--- config.mk ---
export PLATFORM = sky130hd
export DESIGN_NAME = autofocus_zoom_controller_unit
export DESIGN_NICKNAME = d
export VERILOG_FILES = /design/src/sv/azc_pkg.sv /design/src/sv/autofocus_zoom_controller_unit.sv
export SDC_FILE = /design/constraint.sdc
export NUM_CORES = 1
export LEC_CHECK = 0
export BUFFER_PORTS_ARGS = -buffer_cell sky130_fd_sc_hd__buf_2
export CAP_MARGIN = 30
export CORE_MARGIN = 8
export CORE_UTILIZATION = 60
export DETAILED_ROUTE_END_ITERATION = 12
export MAX_ROUTING_LAYER = met4
export PLACE_DENSITY = 0.77
export SLEW_MARGIN = 20
export SYNTH_ARGS = -nofsm -noshare
export SYNTH_HDL_FRONTEND = slang
export SYNTH_SLANG_ARGS = --single-unit
--- constraint.sdc ---
create_clock -name clk -period 14.34 [get_ports clk]
set_input_delay 2.868 -clock clk [delete_from_list [all_inputs] [get_ports clk]]
set_output_delay 2.868 -clock clk [all_outputs]
set_load 0.05 [all_outputs]
--- src/sv/azc_pkg.sv ---
// Shared types, constants and register codes for the autofocus and zoom controller.
package azc_pkg;

    // Input request carried by one video frame.
    typedef struct packed {
        logic        target_detected;
        logic [15:0] sharpness;
        logic [9:0]  target_size;
    } azc_in_t;

    // Result produced for each frame.
    typedef struct packed {
        logic [9:0] focus_position;
        logic       focus_sent;
        logic [7:0] zoom_position;
        logic       zoom_sent;
        logic       zoom_changed;
        logic       in_scan;
    } azc_out_t;

    // Configuration register indexes.
    typedef enum logic [2:0] {
        CFG_FOCUS_LOW      = 3'd0,
        CFG_FOCUS_HIGH     = 3'd1,
        CFG_CLIMB_STEP     = 3'd2,
        CFG_SCAN_STEP      = 3'd3,
        CFG_SIZE_UPPER     = 3'd4,
        CFG_SIZE_LOWER     = 3'd5,
        CFG_ZOOM_TOP       = 3'd6,
        CFG_ZOOM_INCREMENT = 3'd7
    } cfg_index_t;

    // Configuration reset values.
    localparam logic [9:0] FOCUS_LOW_RESET      = 10'd650;
    localparam logic [9:0] FOCUS_HIGH_RESET     = 10'd800;
    localparam logic [5:0] CLIMB_STEP_RESET     = 6'd3;
    localparam logic [5:0] SCAN_STEP_RESET      = 6'd10;
    localparam logic [9:0] SIZE_UPPER_RESET     = 10'd30;
    localparam logic [9:0] SIZE_LOWER_RESET     = 10'd25;
    localparam logic [7:0] ZOOM_TOP_RESET       = 8'd171;
    localparam logic [4:0] ZOOM_INCREMENT_RESET = 5'd3;

    // Frame counter runs from 0 to FRAME_LAST and wraps.
    localparam logic [4:0] FRAME_LAST = 5'd23;
    // Zoom is adjusted when the counter modulo 8 hits this phase.
    localparam logic [2:0] ZOOM_PHASE = 3'd6;

    // Miss counter thresholds and saturation.
    localparam logic [5:0] MISS_RESCAN = 6'd15;
    localparam logic [5:0] MISS_LOST   = 6'd32;
    localparam logic [5:0] MISS_MAX    = 6'd63;

    // Filtered size after reset: 100.0 in Q10.8.
    localparam logic [17:0] SIZE_RESET = 18'd25600;
    localparam logic [9:0]  FOCUS_MAX  = 10'd1023;

    // Reciprocal of 5 scaled by 2^24, rounded up; exact for dividends below 2^22.
    localparam logic [21:0] DIV5_RECIP = 22'd3355444;
    localparam int          DIV5_SHIFT = 24;

    // Counter values that are multiples of the short (3) and long (6) periods.
    localparam logic [31:0] PHASE3_MASK = 32'h0024_9249;
    localparam logic [31:0] PHASE6_MASK = 32'h0004_1041;

endpackage

--- src/sv/autofocus_zoom_controller_unit.sv ---
// Each accepted request passes through the input register and then the result register.
// Throughput: one request per cycle while out_stall is low; the frame update is a single
// registered pass (one 21x22 reciprocal multiply for the size filter plus compares and adds).
// Reset (rst_n low, asynchronous) clears both pipeline stages, loads the default
// configuration and puts the controller in coarse scan mode with zoom at 171.
module autofocus_zoom_controller_unit (
    input  logic                   clk,
    input  logic                   rst_n,
    input  logic                   in_valid,
    output logic                   in_stall,
    input  azc_pkg::azc_in_t       in_data,
    output logic                   out_valid,
    input  logic                   out_stall,
    output azc_pkg::azc_out_t      out_data,
    input  logic                   cfg_write,
    input  azc_pkg::cfg_index_t    cfg_index,
    input  logic [9:0]             cfg_data
);
    import azc_pkg::*;

    // Configuration registers.
    logic [9:0] focus_low_reg, focus_high_reg, size_upper_reg, size_lower_reg;
    logic [5:0] climb_step_reg, scan_step_reg;
    logic [7:0] zoom_top_reg;
    logic [4:0] zoom_increment_reg;

    // Pipeline registers.
    logic     s1_valid_reg;
    azc_in_t  s1_data_reg;
    logic     out_valid_reg;
    azc_out_t out_data_reg, out_data_next;
    logic     advance;

    // Controller state.
    logic [4:0]  frame_count_reg, frame_count_next;
    logic        long_period_reg, long_period_next;
    logic        seen_now_reg;
    logic        scanning_reg, scanning_next;
    logic        scan_start_reg, scan_start_next;
    logic        toward_far_reg, toward_far_next;
    logic        found_in_scan_reg, found_in_scan_next;
    logic [9:0]  best_focus_reg, best_focus_next;
    logic [15:0] best_sharpness_reg, best_sharpness_next;
    logic [15:0] sharp_now_reg, sharp_prev_next;
    logic [16:0] sum_prev_reg, sum_prev_next;
    logic [17:0] size_filtered_reg, size_filtered_next;
    logic [5:0]  miss_count_reg, miss_count_next;
    logic [9:0]  focus_reg, focus_next;
    logic [7:0]  zoom_reg, zoom_next;

    // Size filter: floor((4*filtered + size*256)/5) by reciprocal multiply.
    logic [20:0] size_sum;
    logic [42:0] size_prod;

    assign size_sum  = {1'b0, size_filtered_reg, 2'b00} + {3'b000, s1_data_reg.target_size, 8'h00};
    assign size_prod = {22'd0, size_sum} * {21'd0, DIV5_RECIP};
    assign size_filtered_next = size_prod[DIV5_SHIFT +: 18];

    // Handshake: stage 1 moves on whenever the result register is free or being taken.
    assign advance   = !out_valid_reg || !out_stall;
    assign in_stall  = s1_valid_reg && !advance;
    assign out_valid = out_valid_reg;
    assign out_data  = out_data_reg;

    // Frame update.
    always_comb
    begin
        logic        det;
        logic        phase_zero;
        logic        focus_out;
        logic        zoom_out;
        logic [8:0]  zoom_up;
        logic [10:0] scan_next;
        logic [16:0] sum;
        logic signed [11:0] climb_f;

        det = s1_data_reg.target_detected;

        frame_count_next    = (frame_count_reg == FRAME_LAST) ? 5'd0 : frame_count_reg + 5'd1;
        long_period_next    = long_period_reg;
        scanning_next       = scanning_reg;
        scan_start_next     = scan_start_reg;
        toward_far_next     = toward_far_reg;
        found_in_scan_next  = found_in_scan_reg;
        best_focus_next     = best_focus_reg;
        best_sharpness_next = best_sharpness_reg;
        sum_prev_next       = sum_prev_reg;
        focus_next          = focus_reg;
        zoom_next           = zoom_reg;
        focus_out           = 1'b0;
        zoom_out            = 1'b0;
        zoom_up             = 9'd0;
        scan_next           = 11'd0;
        sum                 = 17'd0;
        climb_f             = 12'sd0;

        // The previous frame's sharpness counts only if the target was seen then.
        sharp_prev_next = (!seen_now_reg && det) ? 16'd0 : sharp_now_reg;

        if (det)
        begin
            miss_count_next = 6'd0;
        end
        else
        begin
            miss_count_next = (miss_count_reg < MISS_MAX) ? miss_count_reg + 6'd1 : MISS_MAX;
        end

        // A long miss while climbing restarts the scan.
        if (miss_count_next > MISS_RESCAN && !scanning_reg)
        begin
            scanning_next    = 1'b1;
            frame_count_next = 5'd0;
        end

        // Zoom: jump to the top when lost, else step at the zoom phase.
        if (!det)
        begin
            if (miss_count_next > MISS_LOST)
            begin
                zoom_next        = zoom_top_reg;
                zoom_out         = 1'b1;
                frame_count_next = 5'd0;
                miss_count_next  = 6'd0;
            end
        end
        else if (frame_count_next[2:0] == ZOOM_PHASE)
        begin
            if (size_filtered_next > {size_upper_reg, 8'h00})
            begin
                zoom_up   = {1'b0, zoom_reg} + {4'd0, zoom_increment_reg};
                zoom_next = (zoom_up < {1'b0, zoom_top_reg}) ? zoom_up[7:0] : zoom_top_reg;
                zoom_out  = 1'b1;
            end
            else if (size_filtered_next < {size_lower_reg, 8'h00})
            begin
                zoom_next = (zoom_reg > {3'd0, zoom_increment_reg})
                          ? zoom_reg - {3'd0, zoom_increment_reg} : 8'd0;
                zoom_out  = 1'b1;
            end
        end

        phase_zero = long_period_reg ? PHASE6_MASK[frame_count_next]
                                     : PHASE3_MASK[frame_count_next];

        // Focus: coarse scan, or hill climbing while the target is seen.
        if (scanning_next)
        begin
            if (scan_start_reg)
            begin
                if (phase_zero)
                begin
                    found_in_scan_next  = 1'b0;
                    best_sharpness_next = 16'd0;
                    long_period_next    = 1'b1;
                    focus_next          = focus_low_reg;
                    focus_out           = 1'b1;
                    scan_start_next     = 1'b0;
                end
            end
            else if (phase_zero)
            begin
                long_period_next = 1'b0;
                if (det && s1_data_reg.sharpness > best_sharpness_reg)
                begin
                    best_sharpness_next = s1_data_reg.sharpness;
                    best_focus_next     = focus_reg;
                    found_in_scan_next  = 1'b1;
                end
                scan_next = {1'b0, focus_reg} + {5'd0, scan_step_reg};
                if (scan_next > {1'b0, focus_high_reg})
                begin
                    if (found_in_scan_next)
                    begin
                        scan_next       = {1'b0, best_focus_next};
                        scanning_next   = 1'b0;
                        toward_far_next = 1'b1;
                    end
                    scan_start_next  = 1'b1;
                    frame_count_next = 5'd0;
                end
                focus_next = scan_next[10] ? FOCUS_MAX : scan_next[9:0];
                focus_out  = 1'b1;
            end
        end
        else if (det)
        begin
            if (phase_zero && seen_now_reg)
            begin
                sum = {1'b0, s1_data_reg.sharpness} + {1'b0, sharp_prev_next};
                if (sum < sum_prev_reg)
                begin
                    toward_far_next = !toward_far_reg;
                end
                if (toward_far_next)
                begin
                    climb_f = $signed({2'b00, focus_reg}) + $signed({6'd0, climb_step_reg});
                end
                else
                begin
                    climb_f = $signed({2'b00, focus_reg}) - $signed({6'd0, climb_step_reg});
                end
                if (climb_f > $signed({2'b00, focus_high_reg}))
                begin
                    climb_f = $signed({2'b00, focus_high_reg});
                end
                if (climb_f < $signed({2'b00, focus_low_reg}))
                begin
                    climb_f = $signed({2'b00, focus_low_reg});
                end
                focus_next    = climb_f[9:0];
                sum_prev_next = sum;
                focus_out     = 1'b1;
            end
        end

        out_data_next.focus_position = focus_next;
        out_data_next.focus_sent     = focus_out;
        out_data_next.zoom_position  = zoom_next;
        out_data_next.zoom_sent      = zoom_out;
        out_data_next.zoom_changed   = (zoom_next != zoom_reg);
        out_data_next.in_scan        = scanning_next;
    end

    // Configuration writes.
    always_ff @(posedge clk or negedge rst_n)
    begin
        if (!rst_n)
        begin
            focus_low_reg      <= FOCUS_LOW_RESET;
            focus_high_reg     <= FOCUS_HIGH_RESET;
            climb_step_reg     <= CLIMB_STEP_RESET;
            scan_step_reg      <= SCAN_STEP_RESET;
            size_upper_reg     <= SIZE_UPPER_RESET;
            size_lower_reg     <= SIZE_LOWER_RESET;
            zoom_top_reg       <= ZOOM_TOP_RESET;
            zoom_increment_reg <= ZOOM_INCREMENT_RESET;
        end
        else if (cfg_write)
        begin
            unique case (cfg_index)
                CFG_FOCUS_LOW:      focus_low_reg      <= cfg_data;
                CFG_FOCUS_HIGH:     focus_high_reg     <= cfg_data;
                CFG_CLIMB_STEP:     climb_step_reg     <= cfg_data[5:0];
                CFG_SCAN_STEP:      scan_step_reg      <= cfg_data[5:0];
                CFG_SIZE_UPPER:     size_upper_reg     <= cfg_data;
                CFG_SIZE_LOWER:     size_lower_reg     <= cfg_data;
                CFG_ZOOM_TOP:       zoom_top_reg       <= cfg_data[7:0];
                CFG_ZOOM_INCREMENT: zoom_increment_reg <= cfg_data[4:0];
            endcase
        end
    end

    // Input stage and result register valid flags.
    always_ff @(posedge clk or negedge rst_n)
    begin
        if (!rst_n)
        begin
            s1_valid_reg  <= 1'b0;
            out_valid_reg <= 1'b0;
        end
        else
        begin
            if (advance)
            begin
                out_valid_reg <= s1_valid_reg;
            end
            if (!in_stall)
            begin
                s1_valid_reg <= in_valid;
            end
        end
    end

    // Payload registers.
    always_ff @(posedge clk)
    begin
        if (in_valid && !in_stall)
        begin
            s1_data_reg <= in_data;
        end
        if (s1_valid_reg && advance)
        begin
            out_data_reg <= out_data_next;
        end
    end

    // Controller state, updated once per frame as it moves into the result register.
    always_ff @(posedge clk or negedge rst_n)
    begin
        if (!rst_n)
        begin
            frame_count_reg    <= 5'd0;
            long_period_reg    <= 1'b0;
            seen_now_reg       <= 1'b0;
            scanning_reg       <= 1'b1;
            scan_start_reg     <= 1'b1;
            toward_far_reg     <= 1'b1;
            found_in_scan_reg  <= 1'b0;
            best_focus_reg     <= 10'd0;
            best_sharpness_reg <= 16'd0;
            sharp_now_reg      <= 16'd0;
            sum_prev_reg       <= 17'd0;
            size_filtered_reg  <= SIZE_RESET;
            miss_count_reg     <= 6'd0;
            focus_reg          <= 10'd0;
            zoom_reg           <= ZOOM_TOP_RESET;
        end
        else if (s1_valid_reg && advance)
        begin
            frame_count_reg    <= frame_count_next;
            long_period_reg    <= long_period_next;
            seen_now_reg       <= s1_data_reg.target_detected;
            scanning_reg       <= scanning_next;
            scan_start_reg     <= scan_start_next;
            toward_far_reg     <= toward_far_next;
            found_in_scan_reg  <= found_in_scan_next;
            best_focus_reg     <= best_focus_next;
            best_sharpness_reg <= best_sharpness_next;
            sharp_now_reg      <= s1_data_reg.sharpness;
            sum_prev_reg       <= sum_prev_next;
            size_filtered_reg  <= size_filtered_next;
            miss_count_reg     <= miss_count_next;
            focus_reg          <= focus_next;
            zoom_reg           <= zoom_next;
        end
    end

endmodule

==> results.cfg <==
[global_routing]
grtUsageTotal_pct = 27.2
gr-total-overflow = 0
grt_pass1_vias = 17600
grt_max_degree = 106
antenna_found_initial = 0
grt_pass1_wl_um = 93700

[routing]
wl_per_cell_um = 20.0
routed_wl_um = 57000
drt-initial-drc-count = 1170
route.vias.total = 16900
drc = 0
vias_per_cell = 5.95
firstDrtPassIters = 5
ant_nets = 0

[worst_hold_path]
hold_class = flop to flop

[sta]
setup_viol = 0
fin_crit_ns = 12.69
post-route-period-util_pct = 88.5
finalClockSkew_ns = 0.0141
hold_viol = 0
max-slew-margin-rel_pct = 29.6
drv_slew = 0
rsz0062_at_grt = no
tightest_slew_ns = 1.05
setup_ws_ns = 1.65
max_freq_mhz = 78.8
hold_ws_ns = 0.465
timing.setup.tns_ns = 0

[worst_setup_path]
crit_end = out_data[1]$_DFFE_PP_
ff2ff_path_depth = 43
cp-startpoint = s1_data_reg[1]$_DFFE_PP_
cp.depth = 43
cp_max_fo = 9
cp_common_cell = a21oi_1
cp-end-kind = flop
path_buf_inv = 2
path_delay_family = compound AO/OA/AOI/OAI gates
crit_required_ns = 14.63
cpPeakStageDelay_ns = 0.80
critPathArrivalTime_ns = 12.98
path_class = flop to flop
crit_path_start_kind = flop
timing.rr.start = s1_data_reg[1]$_DFFE_PP_
rr_endpoint = out_data[1]$_DFFE_PP_
worst-r2r-setup-slack_ns = 1.65
slowest_stage = o41ai_1

[cts]
clk_path_buf_depth = 3
clock_sinks = 228
clock_latency_ns = 0.57
clkTransAtPathRegs_ns = 0.06
cts_resized = 0
cts_made_buffers = 27
cts_hold_buf = 0
cts-root-buf = clkbuf_16
cts_setup_buffers = 0
htree_levels = 1
cts_tree = yes

[synthesis]
yosys_warnings = 0
synth_cells = 2304
synth_ff_type = dfrtp_1
syn_avg_cell_area_um2 = 9.67
ys_seq_area_share_pct = 26.9
synth_edf_count = 49
synth.ff_latch_count = 228
syn_nets = 2818
synth.distinct_cells = 107
syn-cell-area_mm2 = 0.0223
synthArstFlopShare_pct = 78.5

[cells_and_area]
largest_register_ffs = 27
area_growth_pct = 7.78
diodes = 0
drive_gt1_share_pct = 12.7
post-route-util_pct = 65.6
nets = 2871

[placed_design]
dp_hpwl_um = 45100
place_ws_ns = 1.61
gp_routability_congestion = 0.954
io_buffers = 68

[floorplan]
die_w_um = 209
start_util_pct = 60.9
die_y_um = 209
core-area_mm2 = 0.0366
die-area_mm2 = 0.0436
ioPinCount = 69
rows = 70

[job]
drv_cap = 0

[run_status]
status = finished clean
## metal layers
metal  routed length, um  GRT usage (%)  share of wire (%)  up-vias
met4                1720           7.68                3.0        0
li1                    -              -                  -     8067
met5                   0              -                  0        -
met3                3240           3.53                5.7      109
met2               27500           45.3                 48      480
met1               24600           34.7                 43     8289
## cells in the final DEF (no fill, tap or decap), drive strengths merged, types with 10 or more instances in the layout
master	n
a22o	16
and3	10
xor2	25
mux2i	30
nand2b	15
inv	362
o21a	18
nand4	23
a21oi	114
nand2	188
and2	28
nand3	27
dfstp	36
fa	137
o211ai	11
clkbuf	38
o21bai	21
mux2	87
o21ai	124
a211oi	20
nor2	108
a31oi	11
a22oi	13
edfxtp	49
a21o	37
xnor2	60
nor2b	17
ha	332
dfrtp	143
o31ai	14
nor3	24
buf	89
## through the flow
step | std cells | cell area [um2]
floorplan | 2304 | 22300
detailed placement | 2792 | 23100
global route | 2846 | 24000
CTS | 2842 | 23900
global placement | 2790 | 23000
finish | 2846 | 24000
## area by class of cell
class / count / area [um2]
repair buffers: 90 / 578
fillers: 2975 / 12600
clock inverters: 13 / 98.8
multi-input cells: 1650 / 14600
well taps: 468 / 586
flip-flops and latches: 228 / 6000
clock buffers: 37 / 774
inverters: 360 / 1350
## worst min-delay path by stage
stage | start | end | slack (ns) | cells after the start
floorplan | sharp_now_reg[10]$_DFFE_PN0P_ | sharp_now_reg[10]$_DFFE_PN0P_ | 0.44 | 2
CTS | sharp_now_reg[11]$_DFFE_PN0P_ | sharp_now_reg[11]$_DFFE_PN0P_ | 0.47 | 2
global placement | sharp_now_reg[8]$_DFFE_PN0P_ | sharp_now_reg[8]$_DFFE_PN0P_ | 0.45 | 2
finish | sharp_now_reg[4]$_DFFE_PN0P_ | sharp_now_reg[4]$_DFFE_PN0P_ | 0.46 | 2
global route | sharp_now_reg[4]$_DFFE_PN0P_ | sharp_now_reg[4]$_DFFE_PN0P_ | 0.49 | 2
detailed placement | sharp_now_reg[11]$_DFFE_PN0P_ | sharp_now_reg[11]$_DFFE_PN0P_ | 0.45 | 2
## synth_stat cells, drive strengths merged (6+ instances only)
master / count / area share (%)
nor2: 108 / 1.9
and2: 28 / 0.80
a221oi: 6 / 0.24
nor2b: 17 / 0.48
a21oi: 114 / 2.6
o21a: 18 / 0.61
o31ai: 14 / 0.47
o21ai: 124 / 2.9
nand4: 23 / 0.65
nor3: 24 / 0.56
a31oi: 11 / 0.31
fa: 137 / 12
buf: 16 / 0.38
dfstp: 36 / 4.2
xor2: 25 / 0.98
nand3: 27 / 0.69
edfxtp: 49 / 6.6
mux2i: 30 / 1.3
nor4: 8 / 0.32
xnor2: 60 / 2.4
a21o: 37 / 1.2
ha: 332 / 19
dfrtp: 143 / 16
a22o: 16 / 0.63
o41ai: 6 / 0.24
o21bai: 21 / 0.71
o211a: 6 / 0.27
a22oi: 13 / 0.44
o211ai: 11 / 0.39
inv: 359 / 6.0
nand2: 188 / 3.2
or2: 9 / 0.25
nand2b: 15 / 0.42
a211oi: 20 / 0.70
o22ai: 9 / 0.25
mux2: 87 / 4.4
and3: 10 / 0.28
a21boi: 7 / 0.27
clkbuf: 50 / 1.1
## worst register-to-register path, delay by kind of cell, from the launching register on
family,cells,cell delay [ns]
AOI/OAI and AO/OA,19,4.98
adders and majority gates,10,4.02
and+or+nand+nor,9,2.18
xor gates and xnor gates,2,0.43
DFF,1,0.42
muxes,1,0.28
buffers and inverters,2,0.10
## cells by family (layout without fill, tap and decap cells)
group	Yosys count	after routing	synth area share [%]
flip-flops	228	228	26.9
XOR/XNOR	85	85	3.34
adder cells (fa/ha/maj)	469	469	30.9
multiplexers	117	117	5.74
buffers and inverters	426	500	7.57
AO/OA/AOI/OAI	487	487	14.5
AND/OR/NAND/NOR	492	492	10.9
Power is not shown: default switching activity piles up to over one toggle a cycle in this logic, so the estimate is an artifact.
